**config.mk**
```make
export PLATFORM = sky130hd
export DESIGN_NAME = chacha20_stream_xor
export DESIGN_NICKNAME = d
export VERILOG_FILES = /design/src/rtl/c20sx_pkg.sv /design/src/rtl/chacha20_stream_xor.sv /design/src/rtl/c20sx_qr.sv /design/src/rtl/c20sx_core.sv
export SDC_FILE = /design/constraint.sdc
export NUM_CORES = 2
export LEC_CHECK = 0
export BUFFER_PORTS_ARGS = -buffer_cell sky130_fd_sc_hd__buf_2
export CORE_ASPECT_RATIO = 0.7
export CORE_MARGIN = 4
export CORE_UTILIZATION = 30
export CTS_CLUSTER_DIAMETER = 100
export DETAILED_ROUTE_END_ITERATION = 16
export GPL_ROUTABILITY_DRIVEN = 1
export GPL_TIMING_DRIVEN = 0
export PLACE_DENSITY = 0.42
export REMOVE_ABC_BUFFERS = 1
export SLEW_MARGIN = 0
export SYNTH_ARGS = -nofsm -noshare
export SYNTH_HDL_FRONTEND = slang
export SYNTH_HIERARCHICAL = 1
export SYNTH_SLANG_ARGS = --single-unit
```
**constraint.sdc**
```tcl
create_clock -name aclk -period 35.9 [get_ports aclk]
set_input_delay 7.18 -clock aclk [delete_from_list [all_inputs] [get_ports aclk]]
set_output_delay 7.18 -clock aclk [all_outputs]
set_load 0.02 [all_outputs]
```
**src/rtl/c20sx_pkg.sv**
```systemverilog
// Shared types, constants and helper functions for the ChaCha20 stream XOR engine.
// Used by every module of the block; depends on nothing else.
package c20sx_pkg;

    localparam int ITEM_BYTES          = 8;
    localparam int DOUBLE_ROUNDS_DEF   = 10;
    localparam int CNT_W               = 4;
    localparam int POS_W               = 6;
    localparam int CFG_IDX_W           = 3;

    localparam logic [31:0] SIGMA0 = 32'h61707865;
    localparam logic [31:0] SIGMA1 = 32'h3320646e;
    localparam logic [31:0] SIGMA2 = 32'h79622d32;
    localparam logic [31:0] SIGMA3 = 32'h6b206574;

    localparam logic [CFG_IDX_W-1:0] REG_KEY01    = 3'd0;
    localparam logic [CFG_IDX_W-1:0] REG_KEY23    = 3'd1;
    localparam logic [CFG_IDX_W-1:0] REG_KEY45    = 3'd2;
    localparam logic [CFG_IDX_W-1:0] REG_KEY67    = 3'd3;
    localparam logic [CFG_IDX_W-1:0] REG_NONCE_LO = 3'd4;
    localparam logic [CFG_IDX_W-1:0] REG_NONCE_HI = 3'd5;
    localparam logic [CFG_IDX_W-1:0] REG_INIT_CTR = 3'd6;

    typedef logic [31:0] word_t;
    typedef logic [15:0][31:0] block_t;

    typedef struct packed {
        logic busy;
        logic done;
    } core_status_t;

    function automatic word_t rotl(input word_t v, input int s);
        rotl = (v << s) | (v >> (32 - s));
    endfunction

endpackage

```
**src/rtl/chacha20_stream_xor.sv**
```systemverilog
// ChaCha20 (IETF, 96-bit nonce) stream XOR engine, 8 message bytes per transaction.
// An accepted item passes through the holding stage and the output register; an item
// that needs a fresh 64-byte block waits in the holding stage for the block core.
// Within a block, 1 item per cycle while the output is not stalled; the block core sets the pace over
// long messages, and a start item first reloads the counter in the holding stage.
// Reset (aresetn low, synchronous) clears all handshake and counter state and the config.
module chacha20_stream_xor import c20sx_pkg::*; #(
    parameter int DOUBLE_ROUNDS = DOUBLE_ROUNDS_DEF
) (
    input  logic                 aclk,
    input  logic                 aresetn,
    // Configuration write channel.
    input  logic                 cfg_valid,
    output logic                 cfg_ready,
    input  logic [CFG_IDX_W-1:0] cfg_index,
    input  logic [63:0]          cfg_data,
    // Input stream.
    input  logic                 s_tvalid,
    output logic                 s_tready,
    input  logic [71:0]          s_tdata,  // data_in[63:0], valid_bytes[67:64], zero pad
    input  logic [0:0]           s_tuser,  // start_message[0]
    // Result stream.
    output logic                 m_tvalid,
    input  logic                 m_tready,
    output logic [71:0]          m_tdata   // data_out[63:0], out_byte_count[67:64], zero pad
);
    // Configuration registers.
    logic [255:0] key_reg;
    logic [95:0]  nonce_reg;
    word_t        init_ctr_reg;

    // Message position state.
    word_t            counter_reg;
    logic [POS_W-1:0] pos_reg;
    logic             ks_ready_reg;
    block_t           ks_reg;

    // Holding stage: one accepted item waiting for keystream.
    logic             hold_valid_reg;
    logic             hold_start_reg;
    logic [63:0]      hold_data_reg;
    logic [CNT_W-1:0] hold_cnt_reg;

    // Output register.
    logic             out_valid_reg;
    logic [63:0]      out_data_reg;
    logic [CNT_W-1:0] out_cnt_reg;

    core_status_t core_st;
    block_t       core_block;
    logic         core_start;

    logic             accept_in, advance, out_free, need_ks;
    logic [CNT_W-1:0] in_cnt;
    logic [POS_W:0]   pos_sum;
    logic [63:0]      ks_bytes, xored, byte_mask;

    assign cfg_ready = 1'b1;

    always_ff @(posedge aclk) begin
        if (!aresetn) begin
            key_reg      <= '0;
            nonce_reg    <= '0;
            init_ctr_reg <= '0;
        end else if (cfg_valid) begin
            unique case (cfg_index)
                REG_KEY01:    key_reg[63:0]    <= cfg_data;
                REG_KEY23:    key_reg[127:64]  <= cfg_data;
                REG_KEY45:    key_reg[191:128] <= cfg_data;
                REG_KEY67:    key_reg[255:192] <= cfg_data;
                REG_NONCE_LO: nonce_reg[63:0]  <= cfg_data;
                REG_NONCE_HI: nonce_reg[95:64] <= cfg_data[31:0];
                REG_INIT_CTR: init_ctr_reg     <= cfg_data[31:0];
                default: ;
            endcase
        end
    end

    // A count above eight saturates to eight.
    assign in_cnt = (s_tdata[67:64] > CNT_W'(ITEM_BYTES)) ? CNT_W'(ITEM_BYTES)
                                                          : s_tdata[67:64];

    // A start item first reloads the counter while in the holding stage; after that the item
    // needs keystream only if it carries at least one byte.
    assign out_free   = !out_valid_reg || m_tready;
    assign need_ks    = (hold_cnt_reg != '0);
    assign advance    = hold_valid_reg && !hold_start_reg && (!need_ks || ks_ready_reg)
                        && out_free;
    assign core_start = hold_valid_reg && !hold_start_reg && need_ks && !ks_ready_reg
                        && !core_st.busy;
    assign s_tready   = !hold_valid_reg || advance;
    assign accept_in  = s_tvalid && s_tready;

    c20sx_core #(.DOUBLE_ROUNDS(DOUBLE_ROUNDS)) u_core (
        .aclk(aclk),
        .aresetn(aresetn),
        .start(core_start),
        .key(key_reg),
        .nonce(nonce_reg),
        .counter(counter_reg),
        .status(core_st),
        .block_out(core_block)
    );

    // Items always start on an 8-byte boundary of the block, so the keystream for one
    // item is one aligned 64-bit slice.
    assign ks_bytes = ks_reg[2*pos_reg[POS_W-1:3] +: 2];
    always_comb begin
        for (int b = 0; b < 8; b++) begin
            byte_mask[8*b +: 8] = (CNT_W'(b) < hold_cnt_reg) ? 8'hFF : 8'h00;
        end
    end
    assign xored   = (hold_data_reg ^ ks_bytes) & byte_mask;
    assign pos_sum = {1'b0, pos_reg} + (POS_W+1)'(hold_cnt_reg);

    always_ff @(posedge aclk) begin
        if (!aresetn) begin
            hold_valid_reg <= 1'b0;
            hold_start_reg <= 1'b0;
            out_valid_reg  <= 1'b0;
            counter_reg    <= '0;
            pos_reg        <= '0;
            ks_ready_reg   <= 1'b0;
        end else begin
            if (accept_in) begin
                hold_valid_reg <= 1'b1;
                hold_start_reg <= s_tuser[0];
            end else if (advance) begin
                hold_valid_reg <= 1'b0;
            end else if (hold_valid_reg && hold_start_reg) begin
                hold_start_reg <= 1'b0;
            end

            if (advance) begin
                out_valid_reg <= 1'b1;
            end else if (m_tready) begin
                out_valid_reg <= 1'b0;
            end

            if (core_st.done) begin
                ks_ready_reg <= 1'b1;
            end

            if (hold_valid_reg && hold_start_reg) begin
                counter_reg  <= init_ctr_reg;
                pos_reg      <= '0;
                ks_ready_reg <= 1'b0;
            end else if (advance) begin
                // A full block moves to the next counter; a short item ends the message
                // and drops the rest of a partly used block.
                priority if (pos_sum[POS_W]) begin
                    counter_reg  <= counter_reg + 1'b1;
                    pos_reg      <= '0;
                    ks_ready_reg <= 1'b0;
                end else if (hold_cnt_reg != CNT_W'(ITEM_BYTES)) begin
                    if (pos_sum != '0) begin
                        counter_reg <= counter_reg + 1'b1;
                    end
                    pos_reg      <= '0;
                    ks_ready_reg <= 1'b0;
                end else begin
                    pos_reg <= pos_sum[POS_W-1:0];
                end
            end
        end
    end

    always_ff @(posedge aclk) begin
        if (accept_in) begin
            hold_data_reg <= s_tdata[63:0];
            hold_cnt_reg  <= in_cnt;
        end
        if (advance) begin
            out_data_reg <= xored;
            out_cnt_reg  <= hold_cnt_reg;
        end
        if (core_st.done) begin
            ks_reg <= core_block;
        end
    end

    assign m_tvalid = out_valid_reg;
    assign m_tdata  = {4'd0, out_cnt_reg, out_data_reg};
endmodule

```
**src/rtl/c20sx_qr.sv**
```systemverilog
// One half of a ChaCha quarter round (two add-xor-rotate steps).
// Depends on c20sx_pkg for the word type and rotate helper.
module c20sx_qr import c20sx_pkg::*; (
    input  logic  second_half,
    input  word_t a_in,
    input  word_t b_in,
    input  word_t c_in,
    input  word_t d_in,
    output word_t a_out,
    output word_t b_out,
    output word_t c_out,
    output word_t d_out
);
    word_t a1, dx, d1, c1, bx, b1;

    always_comb begin
        a1 = a_in + b_in;
        dx = d_in ^ a1;
        d1 = second_half ? rotl(dx, 8) : rotl(dx, 16);
        c1 = c_in + d1;
        bx = b_in ^ c1;
        b1 = second_half ? rotl(bx, 7) : rotl(bx, 12);
    end

    assign a_out = a1;
    assign b_out = b1;
    assign c_out = c1;
    assign d_out = d1;
endmodule

```
**src/rtl/c20sx_core.sv**
```systemverilog
// ChaCha block function: four quarter-round lanes work on the state side by side,
// half a round per cycle, and a final add merges the result with the initial state.
// Depends on c20sx_pkg and c20sx_qr.
module c20sx_core import c20sx_pkg::*; #(
    parameter int DOUBLE_ROUNDS = DOUBLE_ROUNDS_DEF
) (
    input  logic         aclk,
    input  logic         aresetn,
    input  logic         start,
    input  logic [255:0] key,
    input  logic [95:0]  nonce,
    input  word_t        counter,
    output core_status_t status,
    output block_t       block_out
);
    localparam int STEPS  = 4 * DOUBLE_ROUNDS;
    localparam int STEP_W = (STEPS > 1) ? $clog2(STEPS) : 1;
    localparam logic [STEP_W-1:0] LAST_STEP = STEP_W'(STEPS - 1);

    block_t w_reg, w_next, init_reg, init_val;
    logic [STEP_W-1:0] step_reg;
    logic busy_reg, done_reg;
    logic diag, second_half;

    word_t      la [4], lb [4], lc [4], ld [4];
    word_t      oa [4], ob [4], oc [4], od [4];
    logic [3:0] ia [4], ib [4], ic [4], id [4];

    assign second_half = step_reg[0];
    assign diag        = (STEP_W > 1) ? step_reg[STEP_W > 1 ? 1 : 0] : 1'b0;

    always_comb begin
        init_val[0]  = SIGMA0;
        init_val[1]  = SIGMA1;
        init_val[2]  = SIGMA2;
        init_val[3]  = SIGMA3;
        for (int k = 0; k < 8; k++) begin
            init_val[4 + k] = key[32*k +: 32];
        end
        init_val[12] = counter;
        init_val[13] = nonce[31:0];
        init_val[14] = nonce[63:32];
        init_val[15] = nonce[95:64];
    end

    // Column rounds use lane i on words i, 4+i, 8+i, 12+i; diagonal rounds shift
    // the b, c and d rows by one, two and three places.
    always_comb begin
        for (int i = 0; i < 4; i++) begin
            ia[i] = {2'd0, 2'(i)};
            ib[i] = {2'd1, 2'(i) + (diag ? 2'd1 : 2'd0)};
            ic[i] = {2'd2, 2'(i) + (diag ? 2'd2 : 2'd0)};
            id[i] = {2'd3, 2'(i) + (diag ? 2'd3 : 2'd0)};
            la[i] = w_reg[ia[i]];
            lb[i] = w_reg[ib[i]];
            lc[i] = w_reg[ic[i]];
            ld[i] = w_reg[id[i]];
        end
    end

    for (genvar g = 0; g < 4; g++) begin : g_lane
        c20sx_qr u_qr (
            .second_half(second_half),
            .a_in(la[g]), .b_in(lb[g]), .c_in(lc[g]), .d_in(ld[g]),
            .a_out(oa[g]), .b_out(ob[g]), .c_out(oc[g]), .d_out(od[g])
        );
    end

    always_comb begin
        w_next = w_reg;
        for (int i = 0; i < 4; i++) begin
            w_next[ia[i]] = oa[i];
            w_next[ib[i]] = ob[i];
            w_next[ic[i]] = oc[i];
            w_next[id[i]] = od[i];
        end
    end

    always_ff @(posedge aclk) begin
        if (!aresetn) begin
            busy_reg <= 1'b0;
            done_reg <= 1'b0;
            step_reg <= '0;
        end else begin
            done_reg <= 1'b0;
            if (start && !busy_reg && !done_reg) begin
                busy_reg <= 1'b1;
                step_reg <= '0;
            end else if (busy_reg) begin
                step_reg <= step_reg + 1'b1;
                if (step_reg == LAST_STEP) begin
                    busy_reg <= 1'b0;
                    done_reg <= 1'b1;
                end
            end
        end
    end

    always_ff @(posedge aclk) begin
        if (start && !busy_reg && !done_reg) begin
            w_reg    <= init_val;
            init_reg <= init_val;
        end else if (busy_reg) begin
            w_reg <= w_next;
        end
    end

    always_comb begin
        for (int k = 0; k < 16; k++) begin
            block_out[k] = w_reg[k] + init_reg[k];
        end
    end

    assign status.busy = busy_reg | done_reg;
    assign status.done = done_reg;
endmodule

```
==> results.tsv <==
stage	metric	value	unit
status	status	finished, violations left	
status	failing checks	capacitance limit, slew limit	
logic_synthesis	Post-synth EDFFs	1416	
routing	remaining antenna violation count after routing	0	
worst_setup_path	CP Launch Type	input port	
global_route	largest net degree at the start of global routing	114	
global_route	initial antenna violation count	122	
sta	Hold Vio Cnt, Final	0	
sta	Least-Margin Pin Slew	1.798	ns
clock_tree	setup repair bufs after CTS	0	
worst_setup_path	Critical Path AT	8.26	ns
sta	# setup viols final	0	
routing	via count	96720	
die	Die ar.	410000	µm²
worst_setup_path	Worst Path Required	28.72	ns
clock_tree	root buffer cell	clkbuf_16	
logic_synthesis	register bit total from synthesis	1978	
clock_tree	clk slew on worst S/H paths	0.07	ns
routing	DR WL/cell	36.16	µm
worst_setup_path	Critical Path Fanout Max	12	
cells_and_area	Area growth syn-to-layout	14.88	%
min_path	min-delay src	nonce_reg[5]	
die	initial core utilization	0.3024	
global_route	first-pass GRT wire length	794.9	mm
clock_tree	post-cts resize count	0	
placed_design	placed cell areas	129800	µm²
sta	slew margin rel.	-0.2032	
logic_synthesis	async set-or-reset flop fraction in the synthesized netlist	0	
clock_tree	CTS tree	yes	
global_route	GRT Total Usage	0.2856	
min_path	HP Class	flip-flop to flip-flop	
routing	# DRC	0	
worst_setup_path	R2R setup slack	22.22	ns
cells_and_area	final net count	12060	
die	Die Ht	536.9	µm
die	core area	396500	µm²
logic_synthesis	count of cell types in the netlist	124	
job	max_cap viols	16	
worst_setup_path	Reg-to-Reg Start	u_core/step_reg[1]	
routing	Initial DRT Pass Iterations	6	
die	io pins	220	
sta	fin crit share	0.4302	
die	site row count	193	
clock_tree	CTS Buf Count	229	
clock_tree	Sink Count	1978	
clock_tree	clk buf depth	4	
placed_design	PortBufs	210	
clock_tree	hold buffers post-CTS	0	
die	Die X	763.6	µm
placed_design	DP HPWL	497.6	mm
logic_synthesis	most common flop cell mapped by yosys	edfxtp_1	
logic_synthesis	number of synthesis warnings	6	
global_route	Overflow after GRT	0	
sta	RSZ-0062 raised after global routing	no	
sta	maximum clock rate	0.06475	GHz
worst_setup_path	CP startpoint	m_tready	
logic_synthesis	mapped cell area	119900	µm²
sta	max-slew violation count	48	
placed_design	Routability Congestion	1.002	
global_route	vias in the first global route	89210	
routing	final wirelength	607.4	mm
cells_and_area	most frequent cells in the layout	edfxtp_1, nand2_1, a21oi_1, mux2_2, nor2_1	
sta	Fin Hold WS	0.4542	ns
cells_and_area	share of post-route cells with drive strength above 1	0.1672	
logic_synthesis	register area share after synthesis	0.4485	
sta	Fin Setup TNS	0	ns
sta	Final Skew	0.06232	ns
logic_synthesis	Cells after Synth	11190	
worst_setup_path	CP Capture Type	primary output	
cells_and_area	commonest non-fill, non-tap cell in the layout	edfxtp_1	
cells_and_area	max reg flops	512	
routing	vias per cell	5.758	
sta	min cycle time layout	15.44	ns
worst_setup_path	Worst Path Class, Setup	input port to primary output	
routing	DRT iter0 DRCs	11060	
cells_and_area	Final Cell Area	137700	µm²
clock_tree	clock latency on the worst-skew pair	0.97	ns
clock_tree	H-tree Lvls	4	
logic_synthesis	syn_area_per_cell	10.72	µm²
-- worst paths after layout --
kind                                             end  cells after the start
worst min-delay path            u_core/init_reg[421]                      0
worst max-delay path                        s_tready                      5
worst min register to register  u_core/init_reg[421]                      0
worst max register to register     u_core/w_reg[227]                     30
-- synth_stat cells (112+ instances only) --
library cell,instances,area [µm²]
edfxtp_1,1416,42520
nand2_1,1223,4591
a21oi_1,1041,5210
mux2_2,786,8851
nor2_1,761,2856
ha_1,630,7883
xnor2_1,570,4992
dfxtp_1,562,11250
clkbuf_1,450,1689
xor2_1,403,3530
a22o_1,385,3372
a21o_1,309,2320
o21ai_0,275,1376
mux2i_1,251,2512
inv_1,201,754.5
nand3_1,141,705.7
mux4_2,128,2883
nor3_1,112,560.5
-- routing by layer --
metal / track usage / vias up / share of wire
met2: 0.3860 / 4636 / 0.39
met4: 0.07523 / 62 / 0.030
met3: 0.09280 / 667 / 0.11
li1: - / 41960 / -
met5: 0 / - / 0.00069
met1: 0.4292 / 49400 / 0.47
-- cell type report --
cell class,instances,area (µm²)
Clock buffer,315,6480
Multi-Input combinational cell,8465,64050
Inverter,206,798.3
Clock inverter,112,1139
Timing Repair Buffer,387,4720
Tap cell,5265,6588
Sequential cell,1978,53790
Fill cell,39480,258800
Antenna cell,70,175.2
-- cell families (layout without fill, tap and decap cells) --
kind of cell / count (synthesis) / in the layout / synth area share
other cells: 2 / 75 / 0.00006263
xor+xnor: 1005 / 1005 / 0.07703
fa+ha+maj: 651 / 651 / 0.06925
simple gates: 2779 / 2779 / 0.1030
compound gates: 2857 / 2857 / 0.1589
flops: 1978 / 1978 / 0.4485
mux: 1168 / 1168 / 0.1193
buf+inv: 746 / 1020 / 0.02404
-- metrics by stage --
stage               utilization  setup slack (ns)  instances
floorplan                     -             10.68      10650
global placement         0.3164            -16.99      16120
detailed placement       0.3275             20.49      16300
CTS                      0.3467             20.48      16720
global route             0.3470             20.35      16730
finish                   0.3474             20.46      16800
-- critical path, cell delays in order --
cell and delay [ns]:
buf_2 0.10, nand2b_1 0.16, o211ai_1 0.43, nand2_1 0.19, buf_2 0.21
Power is not shown: default switching activity piles up to over one toggle a cycle in this logic, so the estimate is an artifact.
